--- config.mk ---
export PLATFORM = sky130hd
export DESIGN_NAME = source_text_tokenizer_unit
export DESIGN_NICKNAME = d
export VERILOG_FILES = /design/src/design/stt_pkg.sv /design/src/design/source_text_tokenizer_unit.sv /design/src/design/stt_lexer.sv /design/src/design/stt_queue.sv
export VERILOG_INCLUDE_DIRS = /design/src /design/src/design
export SDC_FILE = /design/constraint.sdc
export NUM_CORES = 1
export LEC_CHECK = 0
export BUFFER_PORTS_ARGS = -buffer_cell sky130_fd_sc_hd__clkbuf_2
export CAP_MARGIN = 20
export CORE_ASPECT_RATIO = 0.5
export CORE_UTILIZATION = 41
export DETAILED_ROUTE_END_ITERATION = 7
export HOLD_SLACK_MARGIN = 0.05
export SLEW_MARGIN = 25
export SYNTH_ARGS = -nofsm -noshare
export SYNTH_HDL_FRONTEND = slang
export SYNTH_HIERARCHICAL = 1
export SYNTH_SLANG_ARGS = --single-unit
--- constraint.sdc ---
create_clock -name clk -period 6.7 [get_ports clk]
set_input_delay 1.34 -clock clk [delete_from_list [all_inputs] [get_ports clk]]
set_output_delay 1.34 -clock clk [all_outputs]
set_load 0.02 [all_outputs]
--- src/design/source_text_tokenizer_unit_macros.svh ---
// Assertion macros for the source text tokenizer.
// Used by the top level only; expects clk and arst_n in scope.
`ifndef SOURCE_TEXT_TOKENIZER_UNIT_MACROS_SVH
`define SOURCE_TEXT_TOKENIZER_UNIT_MACROS_SVH

// checked only out of reset
`define STT_ASSERT(lbl, prop, msg) \
	lbl: assert property (@(posedge clk) disable iff (!arst_n) (prop)) else $error(msg);

// checked at every edge, reset included
`define STT_ASSERT_ALWAYS(lbl, prop, msg) \
	lbl: assert property (@(posedge clk) (prop)) else $error(msg);

`endif

--- src/design/stt_pkg.sv ---
// Shared types, token codes and lookup functions of the source text tokenizer.
// No dependencies.
package stt_pkg;

	localparam int SOURCE_BYTES_DEF = 65536;
	localparam int STRING_MAX_DEF   = 255;
	localparam int NAME_MAX_DEF     = 63;
	localparam logic [15:0] TOKEN_LIMIT_RESET = 16'd1024;
	localparam int QDEPTH = 4;

	// token codes
	localparam logic [5:0] K_NUMBER = 6'd19;
	localparam logic [5:0] K_IDENT  = 6'd20;
	localparam logic [5:0] K_STRING = 6'd21;
	localparam logic [5:0] K_EQEQ   = 6'd22;
	localparam logic [5:0] K_NEQ    = 6'd23;
	localparam logic [5:0] K_GTE    = 6'd24;
	localparam logic [5:0] K_LTE    = 6'd25;
	localparam logic [5:0] K_ARROW  = 6'd26;
	localparam logic [5:0] K_EQ     = 6'd27;
	localparam logic [5:0] K_PLUS   = 6'd28;
	localparam logic [5:0] K_MINUS  = 6'd29;
	localparam logic [5:0] K_STAR   = 6'd30;
	localparam logic [5:0] K_SLASH  = 6'd31;
	localparam logic [5:0] K_GT     = 6'd32;
	localparam logic [5:0] K_LT     = 6'd33;
	localparam logic [5:0] K_LPAREN = 6'd34;
	localparam logic [5:0] K_RPAREN = 6'd35;
	localparam logic [5:0] K_COMMA  = 6'd36;
	localparam logic [5:0] K_COLON  = 6'd37;
	localparam logic [5:0] K_EOF    = 6'd38;
	localparam logic [5:0] K_ERROR  = 6'd39;

	// status codes
	localparam logic [1:0] ST_OK       = 2'd0;
	localparam logic [1:0] ST_UNKNOWN  = 2'd1;
	localparam logic [1:0] ST_TOO_MANY = 2'd2;
	localparam logic [1:0] ST_TOO_LONG = 2'd3;

	// input item kinds
	localparam logic KIND_BYTE = 1'b0;
	localparam logic KIND_END  = 1'b1;

	// characters
	localparam logic [7:0] CH_TAB    = 8'h09;
	localparam logic [7:0] CH_LF     = 8'h0A;
	localparam logic [7:0] CH_CR     = 8'h0D;
	localparam logic [7:0] CH_SPACE  = 8'h20;
	localparam logic [7:0] CH_BANG   = 8'h21;
	localparam logic [7:0] CH_QUOTE  = 8'h22;
	localparam logic [7:0] CH_HASH   = 8'h23;
	localparam logic [7:0] CH_LPAREN = 8'h28;
	localparam logic [7:0] CH_RPAREN = 8'h29;
	localparam logic [7:0] CH_STAR   = 8'h2A;
	localparam logic [7:0] CH_PLUS   = 8'h2B;
	localparam logic [7:0] CH_COMMA  = 8'h2C;
	localparam logic [7:0] CH_MINUS  = 8'h2D;
	localparam logic [7:0] CH_SLASH  = 8'h2F;
	localparam logic [7:0] CH_COLON  = 8'h3A;
	localparam logic [7:0] CH_LT     = 8'h3C;
	localparam logic [7:0] CH_EQ     = 8'h3D;
	localparam logic [7:0] CH_GT     = 8'h3E;
	localparam logic [7:0] CH_UNDER  = 8'h5F;

	localparam int NUM_KW = 19;
	localparam int KW_PREFIX_BYTES = 6;

	// keyword text, first character in the low byte
	localparam logic [47:0] KW_TEXT [NUM_KW] = '{
		48'h0000_0074_656C, // let
		48'h0000_0000_6E66, // fn
		48'h6E72_7574_6572, // return
		48'h0000_0000_6669, // if
		48'h0000_6669_6C65, // elif
		48'h0000_6573_6C65, // else
		48'h0065_6C69_6877, // while
		48'h0000_0072_6F66, // for
		48'h0000_0000_6F74, // to
		48'h0000_7065_7473, // step
		48'h0000_0064_6E65, // end
		48'h0074_6E69_7270, // print
		48'h0000_0074_6E69, // int
		48'h0074_616F_6C66, // float
		48'h0000_0072_7473, // str
		48'h0000_0072_7470, // ptr
		48'h0000_6C6F_6F62, // bool
		48'h0000_6575_7274, // true
		48'h0065_736C_6166  // false
	};
	localparam logic [2:0] KW_LEN [NUM_KW] = '{
		3'd3, 3'd2, 3'd6, 3'd2, 3'd4, 3'd4, 3'd5, 3'd3, 3'd2, 3'd4,
		3'd3, 3'd5, 3'd3, 3'd5, 3'd3, 3'd3, 3'd4, 3'd4, 3'd5
	};

	typedef struct packed {
		logic [5:0]  kind;
		logic [15:0] start;
		logic [7:0]  length;
		logic [1:0]  status;
		logic        last;
	} word_t;

	// words handed from the lexer to the output queue in one cycle
	typedef struct packed {
		logic [1:0] n;
		word_t      w0;
		word_t      w1;
	} push_t;

	typedef struct packed {
		logic                      no_room;
		logic [$clog2(QDEPTH):0]   count;
	} qstat_t;

	function automatic logic [5:0] single_op_kind(input logic [7:0] c);
		logic [5:0] k;
		case (c)
			CH_EQ:     k = K_EQ;
			CH_PLUS:   k = K_PLUS;
			CH_MINUS:  k = K_MINUS;
			CH_STAR:   k = K_STAR;
			CH_SLASH:  k = K_SLASH;
			CH_GT:     k = K_GT;
			CH_LT:     k = K_LT;
			CH_LPAREN: k = K_LPAREN;
			CH_RPAREN: k = K_RPAREN;
			CH_COMMA:  k = K_COMMA;
			CH_COLON:  k = K_COLON;
			default:   k = K_ERROR;
		endcase
		return k;
	endfunction

	// two-character operator from held byte p and next byte c; K_ERROR if none
	function automatic logic [5:0] pair_kind(input logic [7:0] p, input logic [7:0] c);
		logic [5:0] k;
		k = K_ERROR;
		if (c == CH_EQ) begin
			case (p)
				CH_EQ:   k = K_EQEQ;
				CH_BANG: k = K_NEQ;
				CH_GT:   k = K_GTE;
				CH_LT:   k = K_LTE;
				default: k = K_ERROR;
			endcase
		end else if (c == CH_GT && p == CH_MINUS) begin
			k = K_ARROW;
		end
		return k;
	endfunction

	function automatic logic [5:0] keyword_kind(input logic [47:0] prefix,
		input logic [8:0] len);
		logic [5:0] k;
		k = K_IDENT;
		for (int i = NUM_KW - 1; i >= 0; i--) begin
			if (len == 9'(KW_LEN[i]) && prefix == KW_TEXT[i])
				k = 6'(i);
		end
		return k;
	endfunction

endpackage

--- src/design/source_text_tokenizer_unit.sv ---
// Top level of the source text tokenizer: config register, lexer front,
// result queue back. Depends on stt_pkg, stt_lexer, stt_queue and the macro header.
//
//  channel | direction | handshake            | payload
//  in      | input     | in_valid / in_stall  | kind, byte_value
//  out     | output    | out_valid / out_stall| token_kind, token_start, token_length,
//          |           |                      | status, last_of_run
//  cfg     | input     | cfg_we               | cfg_wdata (token limit)
//
// One input word a cycle while in_stall is low; each word yields 0, 1 or 2 result
// words, written into a four-entry queue in the cycle it is taken. The queue drains
// one word a cycle while out_stall is low. in_stall rises when fewer than two queue
// entries are free. Reset clears the scanner state and the queue and sets the token
// limit to 1024.
`include "source_text_tokenizer_unit_macros.svh"

module source_text_tokenizer_unit import stt_pkg::*; #(
	parameter int SOURCE_BYTES = SOURCE_BYTES_DEF,
	parameter int STRING_MAX   = STRING_MAX_DEF,
	parameter int NAME_MAX     = NAME_MAX_DEF
) (
	input  logic        clk,
	input  logic        arst_n,
	input  logic        in_valid,
	output logic        in_stall,
	input  logic        kind,
	input  logic [7:0]  byte_value,
	output logic        out_valid,
	input  logic        out_stall,
	output logic [5:0]  token_kind,
	output logic [15:0] token_start,
	output logic [7:0]  token_length,
	output logic [1:0]  status,
	output logic        last_of_run,
	input  logic        cfg_we,
	input  logic [15:0] cfg_wdata
);

	logic [15:0] token_limit_q;
	logic        acc, pop;
	push_t       push;
	word_t       head;
	qstat_t      qstat;

	always_ff @(posedge clk or negedge arst_n) begin
		if (!arst_n)
			token_limit_q <= TOKEN_LIMIT_RESET;
		else if (cfg_we)
			token_limit_q <= cfg_wdata;
	end

	assign in_stall = qstat.no_room;
	assign acc      = in_valid && !in_stall;
	assign pop      = out_valid && !out_stall;

	stt_lexer #(
		.SOURCE_BYTES(SOURCE_BYTES),
		.STRING_MAX  (STRING_MAX),
		.NAME_MAX    (NAME_MAX)
	) u_lexer (
		.clk        (clk),
		.arst_n     (arst_n),
		.acc        (acc),
		.kind       (kind),
		.byte_value (byte_value),
		.token_limit(token_limit_q),
		.push       (push)
	);

	stt_queue u_queue (
		.clk      (clk),
		.arst_n   (arst_n),
		.push     (push),
		.pop      (pop),
		.head     (head),
		.not_empty(out_valid),
		.stat     (qstat)
	);

	assign token_kind   = head.kind;
	assign token_start  = head.start;
	assign token_length = head.length;
	assign status       = head.status;
	assign last_of_run  = head.last;

	`STT_ASSERT_ALWAYS(a_queue_bound, qstat.count <= ($clog2(QDEPTH)+1)'(QDEPTH), "queue count over depth")
	`STT_ASSERT(a_push_only_on_accept, (push.n != 2'd0) |-> acc, "words pushed without an accepted input")
	`STT_ASSERT(a_two_word_last, (push.n == 2'd2) |-> (push.w1.last && !push.w0.last), "last_of_run misplaced on a two-word push")
	`STT_ASSERT(a_error_status, out_valid |-> ((token_kind == K_ERROR) == (status != ST_OK)), "status and error code disagree")

endmodule

--- src/design/stt_lexer.sv ---
// Front part: takes source words, runs the scanner state and produces up to
// two result words per input word. Depends on stt_pkg.
module stt_lexer import stt_pkg::*; #(
	parameter int SOURCE_BYTES = SOURCE_BYTES_DEF,
	parameter int STRING_MAX   = STRING_MAX_DEF,
	parameter int NAME_MAX     = NAME_MAX_DEF
) (
	input  logic        clk,
	input  logic        arst_n,
	input  logic        acc,
	input  logic        kind,
	input  logic [7:0]  byte_value,
	input  logic [15:0] token_limit,
	output push_t       push
);

	localparam int PW = $clog2(SOURCE_BYTES) + 1;

	typedef enum logic [2:0] {
		M_IDLE, M_COMMENT, M_NUMBER, M_NAME, M_STRING, M_SKIP, M_PENDOP
	} mode_t;

	typedef struct packed {
		logic        vld;
		logic        err;
		logic [5:0]  kind;
		logic [15:0] start;
		logic [7:0]  len;
		logic [1:0]  status;
	} req_t;

	mode_t       mode_q, mode_d;
	logic [7:0]  pend_q, pend_d;
	logic [15:0] start_q, start_d;
	logic [8:0]  len_q, len_d;
	logic [47:0] prefix_q, prefix_d;
	logic [PW-1:0] pos_q, pos_d;
	logic [15:0] cnt_q, cnt_d;
	logic        err_q, err_d;

	logic [7:0]  c;
	logic [15:0] pos16;
	logic        is_digit, is_alpha, is_blank;
	logic [5:0]  sop, pair;
	logic [7:0]  capped;
	logic [8:0]  len_inc;

	// outcome of a byte met between tokens
	mode_t       ib_mode;
	logic [7:0]  ib_pend;
	logic [15:0] ib_start;
	logic [8:0]  ib_len;
	logic [47:0] ib_prefix;
	req_t        ib_req;

	req_t        fr_req;
	req_t        req_a, req_b;

	logic [15:0] cnt_a, cnt_b;
	logic        lat_a, lat_b, out_a, out_b;
	word_t       wa, wb;

	assign c     = byte_value;
	assign pos16 = 16'(pos_q);
	assign is_digit = (c >= "0") && (c <= "9");
	assign is_alpha = ((c >= "a") && (c <= "z")) || ((c >= "A") && (c <= "Z"))
		|| (c == CH_UNDER);
	assign is_blank = (c == CH_SPACE) || (c == CH_TAB) || (c == CH_LF) || (c == CH_CR);
	assign sop    = single_op_kind(c);
	assign pair   = pair_kind(pend_q, c);
	assign capped = (len_q > 9'(NAME_MAX)) ? 8'(NAME_MAX) : len_q[7:0];
	assign len_inc = len_q + 9'd1;

	always_comb begin
		ib_mode   = M_IDLE;
		ib_pend   = pend_q;
		ib_start  = start_q;
		ib_len    = len_q;
		ib_prefix = prefix_q;
		ib_req    = '0;
		if (is_blank) begin
			ib_mode = M_IDLE;
		end else if (c == CH_HASH) begin
			ib_mode = M_COMMENT;
		end else if (is_digit) begin
			ib_mode  = M_NUMBER;
			ib_start = pos16;
			ib_len   = 9'd1;
		end else if (is_alpha) begin
			ib_mode   = M_NAME;
			ib_start  = pos16;
			ib_len    = 9'd1;
			ib_prefix = 48'(c);
		end else if (c == CH_QUOTE) begin
			ib_mode  = M_STRING;
			ib_start = pos16 + 16'd1;
			ib_len   = 9'd0;
		end else if (c == CH_EQ || c == CH_BANG || c == CH_GT || c == CH_LT
			|| c == CH_MINUS) begin
			ib_mode  = M_PENDOP;
			ib_pend  = c;
			ib_start = pos16;
		end else if (sop != K_ERROR) begin
			ib_req = '{vld: 1'b1, err: 1'b0, kind: sop, start: pos16, len: 8'd1,
				status: ST_OK};
		end else begin
			ib_req = '{vld: 1'b1, err: 1'b1, kind: K_ERROR, start: pos16, len: 8'd0,
				status: ST_UNKNOWN};
		end
	end

	// closing the run that is open, if any
	always_comb begin
		fr_req = '0;
		case (mode_q)
			M_NUMBER: fr_req = '{vld: 1'b1, err: 1'b0, kind: K_NUMBER, start: start_q,
				len: capped, status: ST_OK};
			M_NAME:   fr_req = '{vld: 1'b1, err: 1'b0,
				kind: keyword_kind(prefix_q, len_q), start: start_q, len: capped,
				status: ST_OK};
			M_STRING: fr_req = '{vld: 1'b1, err: 1'b0, kind: K_STRING, start: start_q,
				len: len_q[7:0], status: ST_OK};
			M_PENDOP: begin
				if (pend_q == CH_BANG)
					fr_req = '{vld: 1'b1, err: 1'b1, kind: K_ERROR, start: start_q,
						len: 8'd0, status: ST_UNKNOWN};
				else
					fr_req = '{vld: 1'b1, err: 1'b0, kind: single_op_kind(pend_q),
						start: start_q, len: 8'd1, status: ST_OK};
			end
			default: fr_req = '0;
		endcase
	end

	always_comb begin
		mode_d   = mode_q;
		pend_d   = pend_q;
		start_d  = start_q;
		len_d    = len_q;
		prefix_d = prefix_q;
		pos_d    = pos_q;
		req_a    = '0;
		req_b    = '0;
		if (kind == KIND_END) begin
			if (!err_q) begin
				req_a = fr_req;
				req_b = '{vld: 1'b1, err: 1'b0, kind: K_EOF, start: pos16, len: 8'd0,
					status: ST_OK};
			end
		end else if (!err_q) begin
			if (pos_q >= PW'(SOURCE_BYTES)) begin
				req_a = '{vld: 1'b1, err: 1'b1, kind: K_ERROR, start: pos16, len: 8'd0,
					status: ST_TOO_LONG};
			end else begin
				pos_d = pos_q + PW'(1);
				unique case (mode_q)
					M_COMMENT: begin
						if (c == CH_LF)
							mode_d = M_IDLE;
					end
					M_SKIP: mode_d = M_IDLE;
					M_STRING: begin
						if (c == CH_QUOTE) begin
							req_a  = fr_req;
							mode_d = M_IDLE;
						end else begin
							len_d = len_inc;
							if (len_inc >= 9'(STRING_MAX)) begin
								req_a = '{vld: 1'b1, err: 1'b0, kind: K_STRING,
									start: start_q, len: len_inc[7:0], status: ST_OK};
								mode_d = M_SKIP;
							end
						end
					end
					M_NUMBER, M_NAME: begin
						if (is_digit || (mode_q == M_NAME && is_alpha)) begin
							if (mode_q == M_NAME && len_q < 9'(KW_PREFIX_BYTES))
								prefix_d = prefix_q | (48'(c) << {len_q[2:0], 3'b000});
							if (len_q != 9'h1FF)
								len_d = len_inc;
						end else begin
							req_a    = fr_req;
							req_b    = ib_req;
							mode_d   = ib_mode;
							pend_d   = ib_pend;
							start_d  = ib_start;
							len_d    = ib_len;
							prefix_d = ib_prefix;
						end
					end
					M_PENDOP: begin
						if (pair != K_ERROR) begin
							req_a = '{vld: 1'b1, err: 1'b0, kind: pair, start: start_q,
								len: 8'd2, status: ST_OK};
							mode_d = M_IDLE;
						end else begin
							req_a    = fr_req;
							req_b    = ib_req;
							mode_d   = ib_mode;
							pend_d   = ib_pend;
							start_d  = ib_start;
							len_d    = ib_len;
							prefix_d = ib_prefix;
						end
					end
					default: begin
						req_b    = ib_req;
						mode_d   = ib_mode;
						pend_d   = ib_pend;
						start_d  = ib_start;
						len_d    = ib_len;
						prefix_d = ib_prefix;
					end
				endcase
			end
		end
	end

	// token budget and error latch, applied to the two requests in order
	always_comb begin
		cnt_a = cnt_q;
		lat_a = 1'b0;
		out_a = 1'b0;
		wa    = '0;
		if (req_a.vld) begin
			out_a    = 1'b1;
			wa.start = req_a.start;
			if (req_a.err) begin
				wa.kind   = K_ERROR;
				wa.status = req_a.status;
				lat_a     = 1'b1;
			end else if (cnt_q >= token_limit) begin
				wa.kind   = K_ERROR;
				wa.status = ST_TOO_MANY;
				lat_a     = 1'b1;
			end else begin
				wa.kind   = req_a.kind;
				wa.length = req_a.len;
				wa.status = ST_OK;
				cnt_a     = cnt_q + 16'd1;
			end
		end
		cnt_b = cnt_a;
		lat_b = lat_a;
		out_b = 1'b0;
		wb    = '0;
		if (req_b.vld && !lat_a) begin
			out_b    = 1'b1;
			wb.start = req_b.start;
			if (req_b.err) begin
				wb.kind   = K_ERROR;
				wb.status = req_b.status;
				lat_b     = 1'b1;
			end else if (cnt_a >= token_limit) begin
				wb.kind   = K_ERROR;
				wb.status = ST_TOO_MANY;
				lat_b     = 1'b1;
			end else begin
				wb.kind   = req_b.kind;
				wb.length = req_b.len;
				wb.status = ST_OK;
				cnt_b     = cnt_a + 16'd1;
			end
		end
		if (kind == KIND_END) begin
			cnt_d = '0;
			err_d = 1'b0;
		end else begin
			cnt_d = cnt_b;
			err_d = err_q | lat_b;
		end
	end

	always_comb begin
		push = '0;
		if (acc) begin
			if (out_a) begin
				push.w0      = wa;
				push.w0.last = !out_b;
				push.w1      = wb;
				push.w1.last = 1'b1;
				push.n       = out_b ? 2'd2 : 2'd1;
			end else if (out_b) begin
				push.w0      = wb;
				push.w0.last = 1'b1;
				push.n       = 2'd1;
			end
		end
	end

	always_ff @(posedge clk or negedge arst_n) begin
		if (!arst_n) begin
			mode_q   <= M_IDLE;
			pend_q   <= '0;
			start_q  <= '0;
			len_q    <= '0;
			prefix_q <= '0;
			pos_q    <= '0;
			cnt_q    <= '0;
			err_q    <= 1'b0;
		end else if (acc) begin
			cnt_q <= cnt_d;
			err_q <= err_d;
			if (kind == KIND_END) begin
				mode_q   <= M_IDLE;
				pend_q   <= '0;
				start_q  <= '0;
				len_q    <= '0;
				prefix_q <= '0;
				pos_q    <= '0;
			end else begin
				mode_q   <= mode_d;
				pend_q   <= pend_d;
				start_q  <= start_d;
				len_q    <= len_d;
				prefix_q <= prefix_d;
				pos_q    <= pos_d;
			end
		end
	end

endmodule

--- src/design/stt_queue.sv ---
// Back part: result word queue; takes up to two words a cycle and
// gives one a cycle to the output channel on pop. Depends on stt_pkg.
module stt_queue import stt_pkg::*; (
	input  logic   clk,
	input  logic   arst_n,
	input  push_t  push,
	input  logic   pop,
	output word_t  head,
	output logic   not_empty,
	output qstat_t stat
);

	localparam int AW = $clog2(QDEPTH);

	word_t           mem [QDEPTH];
	logic [AW-1:0]   wr_q, rd_q;
	logic [AW:0]     count_q;

	assign head         = mem[rd_q];
	assign not_empty    = (count_q != '0);
	assign stat.count   = count_q;
	// front may only go on while two free slots remain
	assign stat.no_room = (count_q > (AW+1)'(QDEPTH - 2));

	always_ff @(posedge clk) begin
		if (push.n != 2'd0)
			mem[wr_q] <= push.w0;
		if (push.n == 2'd2)
			mem[wr_q + AW'(1)] <= push.w1;
	end

	always_ff @(posedge clk or negedge arst_n) begin
		if (!arst_n) begin
			wr_q    <= '0;
			rd_q    <= '0;
			count_q <= '0;
		end else begin
			wr_q    <= wr_q + AW'(push.n);
			rd_q    <= rd_q + AW'(pop);
			count_q <= count_q + (AW+1)'(push.n) - (AW+1)'(pop);
		end
	end

endmodule
* Word level (Yosys, flattened, before mapping)
Memory sizes are Yosys's and may differ from the RTL's. Cells that the tools add are included.
Operators by class: add/sub/neg operators 10, magnitude comparators 13, equal/unequal tests 76, shift-type cells 1, muxes and demuxes 155, bitwise gates (word level) 2, reduce and logical (&&, ||, !) cells 52
Operators by type and width (count):
- two-way mux 34 bit | 21
- two-way mux 48 bit | 10
- == test 48 x 23 -> 1 bit (second input constant) | 6
- two-way mux 16 bit | 18
- == test 48 x 31 -> 1 bit (second input constant) | 5
- == test 8 x 6 -> 1 bit (second input constant) | 27
- one-hot mux 34 bit (3 select lines) | 2
- == test 48 x 39 -> 1 bit (second input constant) | 4
- == test 48 x 15 -> 1 bit (second input constant) | 3
- one-hot mux 48 bit (3 select lines) | 1
- one-hot mux 34 bit (4 select lines) | 1
- one-hot mux 6 bit (11 select lines) | 2
- two-way mux 8 bit | 16
- two-way mux 9 bit | 12
- two-way mux 33 bit | 3
- two-way mux 5 bit | 16
- two-way mux 68 bit | 1
- two-way mux 32 bit | 2
- two-way mux 17 bit | 3
- two-way mux 3 bit | 17
- adder 16 x 1 -> 16 bit (second input constant) | 3
- == test 48 x 47 -> 1 bit (second input constant) | 1
- bitwise OR 48 bit | 1
- one-hot mux 16 bit (3 select lines) | 1
- other kinds (53) | 133
Storage, ports and cells: register bits 141, memory bits (writable) 132, input port bits 30, output and inout bits 35, logic and storage cells 322, memories kept 1
Memory list:
- u_queue.mem | words 4, width 33, read ports 1, clocked after Yosys merged registers in 0, write ports 2, RTL line stt_queue.sv:15 | word_t mem [QDEPTH];

* Longest topological paths before layout
depth after elaboration 39, depth in mapped cells 29, mapped depth without buffers 25

* Modules after synthesis
The synthesis kept the hierarchy.
Modules (own cells, without submodules):
- stt_lexer | instances 1, cells each 1248, area each 9932.0 um^2, seq. area each 2952.8 um^2
- stt_queue | instances 1, cells each 359, area each 6859.1 um^2, seq. area each 4139.0 um^2
- source_text_tokenizer_unit | instances 1, cells each 36, area each 663.1 um^2, seq. area each 401.6 um^2

* Worst setup path after synthesis
No wires, ideal clock.
path kind input to register, start point in byte_value[3], end point mem u_queue/mem[0][0] in the netlist's numbering (enable), library setup time 0.473 ns, data arrival time 6.814 ns, data required time 6.227 ns, slack -0.587 ns, stages on the path 16, path buffers 5, cells stage by stage buf_2 > nor3_2 > a311oi_2 > a31o_1 > o2111a_1 > o31a_1 > buf_6 > buf_2 > o21ai_0 > inv_1 > clkbuf_1 > ha_1 > and2_1 > buf_4 > nor2_1 > o31ai_1
RTL lines:
- from (decl) | RTL line source_text_tokenizer_unit.sv:27 | input logic [7:0] byte_value,
- to (decl) | RTL line stt_queue.sv:15

==> metrics <==
status finished, final reports clean; CP Data Required Time 7030 ps; Max clock buf depth 3; GR Util met2 35.0%; worst-margin pin slew 1060 ps; Synth Warn # 6; CTS tree done; setup TNS 0 ps; Cell Rows 53; final instance area 19,400 sq um; register area share after synthesis 42.9%; # resized after CTS 0; vias in the first global route 12.9k; Die Span Y 148 microns; fin. max-slew vios 0; via count 13.5k; Hold Buf Count CTS 0; max cap viols 0; Primary FF master, synth dfrtp_1; Cells after Synth 1,643; Initial Util 41.6%; met3 Use GR 3.74%; CP arrival 6280 ps; leading area contributor after synthesis edfxtp_1; flops & latches, synth 273; via density per instance 5.89; asr flop ratio synth 51.6%; IO buf count 64; Final Core Density 46.2%; Die Area 43,500 sq um; 1st-pass router iterations 5; Max rail drop VDD 0.237 mV; Crit. End Element register; Netlist Area Pre-Place 17,500 sq um; drt total wl 49,300 microns; number of remaining DRC errors 0; Post-synth EDFFs 132; Setup-failing EPs final 0; clock-pin slew on the worst setup and hold paths 70 ps; Hold Slack 477 ps; most common cell in the synthesized netlist dfrtp_1; wire per inst 21.5 microns; area grow syn2layout 11.1%; Pleak 7.72 nW; HPWL after DPL 34,300 microns; clk sinks 273; Max FO, Critical Path 12; total global-route track usage 22.5%; hold crit path type register to register; Routed Antenna Nets 0; gr ovfl total 0; GR Layer Usage met1 32.8%; Final min period 5950 ps; Post-CTS Setup Bufs 0; Fmax 168 MHz; H-tree depth 1; Final Net Count 1,770; Crit path largest cell delay 530 ps; Slew Limit Headroom 29.0%; Iteration-0 DRC Markers 957; layout cells sized above 1 23.5%; # IOs 65; syn_area_per_cell 10.6 sq um; Clk Latency, worst-skew pair 590 ps; Final period util 88.8%; top cells by count, synth dfrtp_1, edfxtp_1, mux2_2; slowest stage cell, crit path or4_4; startpoint class of the critical path input pin; PwrDens 295 nW/um^2; initial antenna violation count 2; post-placement cell area 18,500 sq um; pin count of the biggest net entering global routing 82; busiest grt layer met2; Distinct cells, synth 104; total CTS buffers 27; CTS Root Cell clkbuf_16; routability cong. 0.966; crit-path cells clkbuf_2, nand2b_1, or4_4, a21o_1, and2_4, o31a_1, buf_4, or4_4, xor2_2, inv_2, ha_1, a21o_1, a21oi_1, o211ai_1, a31oi_1, o21ai_1, nor2b_1, nand2_1, o31ai_1, nand2_1, and3_1, mux2_2; first-pass GRT wire length 76,600 microns; top cell type's share of synthesized area 22.7%; RSZ-0062 raised after global routing false; die width 294 microns; skew final 18.0 ps; final hold vios 0; top cells by area, synth edfxtp_1, dfrtp_1, mux2_2; CP Class input pin to register; Core Area 42,000 sq um
-- path summary, 6_finish.rpt --
check / startpoint / to / slack, ps / depth (start not counted)
max in group asynchronous: arst_n / u_lexer/cnt_q[6] / 4500 / 2
min in group asynchronous: arst_n / u_lexer/start_q[6] / 800 / 1
worst max-delay path: byte_value[1] / u_queue/mem[1][28] / 750 / 22
worst max register to register: u_lexer/len_q[0] / u_queue/mem[1][28] / 780 / 22
worst min-delay path: u_lexer/start_q[13] / u_lexer/start_q[13] / 480 / 2
worst min register to register: u_lexer/start_q[13] / u_lexer/start_q[13] / 480 / 2
-- area by class of cell --
cell class | count | area [sq um]
antenna | 2 | 5.00
clock buffer | 31 | 691
clock inverter | 19 | 188
fill | 3910 | 22600
inverter | 52 | 195
multi-input combinational | 1209 | 9240
sequential | 273 | 7490
tap | 577 | 722
timing repair buffer | 129 | 852
-- critical path: cells and delay by family --
kind	cells	cell delay, ps
XOR/XNOR	1	180
AND/OR/NAND/NOR	8	2020
buffers and inverters	3	440
adder cells (fa/ha/maj)	1	310
multiplexers	1	280
AO/OA/AOI/OAI	8	1690
-- power by group --
part | leakage [nW] | total, mW | internal, mW | switching [mW]
Sequential | 3.10 | 2.18 | 1.97 | 0.212
Clock | 0.422 | 1.56 | 0.860 | 0.703
Combinational | 4.20 | 1.98 | 0.747 | 1.24
Total | 7.72 | 5.73 | 3.58 | 2.15
-- metrics by stage --
stage	instances	power, mW	setup slack, ps
3_3_place_gp	2240	4.18	348
6_report	2292	5.73	751
5_1_grt	2290	6.02	396
2_1_floorplan	1649	3.51	374
4_1_cts	2290	5.76	763
3_5_place_dp	2240	4.19	216
-- flip-flops by register name, indices dropped and copies added (netlist names) --
name	flops
u_queue/mem	132
u_lexer/prefix_q	48
u_lexer/pos_q	17
token_limit_q	16
u_lexer/cnt_q	16
u_lexer/start_q	16
u_lexer/len_q	9
u_lexer/pend_q	8
u_lexer/mode_q	3
u_queue/count_q	3
u_queue/rd_q	2
u_queue/wr_q	2
u_lexer/err_q	1
-- logic make-up after synthesis --
kind of cell    after synthesis  synth area share (%)
xor+xnor                     51                  2.65
fa+ha+maj                    48                  3.48
compound gates              347                  13.9
other cells                   1                0.0215
simple gates                568                  17.7
flops                       273                  42.9
mux                         188                  14.6
buf+inv                     167                  4.70
-- layout by cell type (no fill, tap or decap), types with 12 or more instances in the layout --
cell and count:
clkbuf_2 63, and2_1 19, dfrtp_1 139, nor2b_1 17, nor4_1 13, nor2_1 120, clkbuf_16 27, nand4_1 27
a21o_1 12, nand3_1 45, nor3_1 39, nand2b_1 19, nand2_1 130, edfxtp_1 132, o21ai_0 80, mux4_2 33
mux2_2 132, xnor2_1 30, xor2_1 19, buf_4 62, o31ai_1 28, a22o_1 45, a21oi_1 47, a22oi_1 18
inv_1 50, ha_1 47, and3_1 47, mux2_4 18
-- metal layers --
layer	vias to the layer above	wire (microns)
li1	6320	-
met1	6711	23300
met2	399	22100
met3	65	2790
met4	0	1020
met5	-	0
Power figures use the tool's default switching activity.
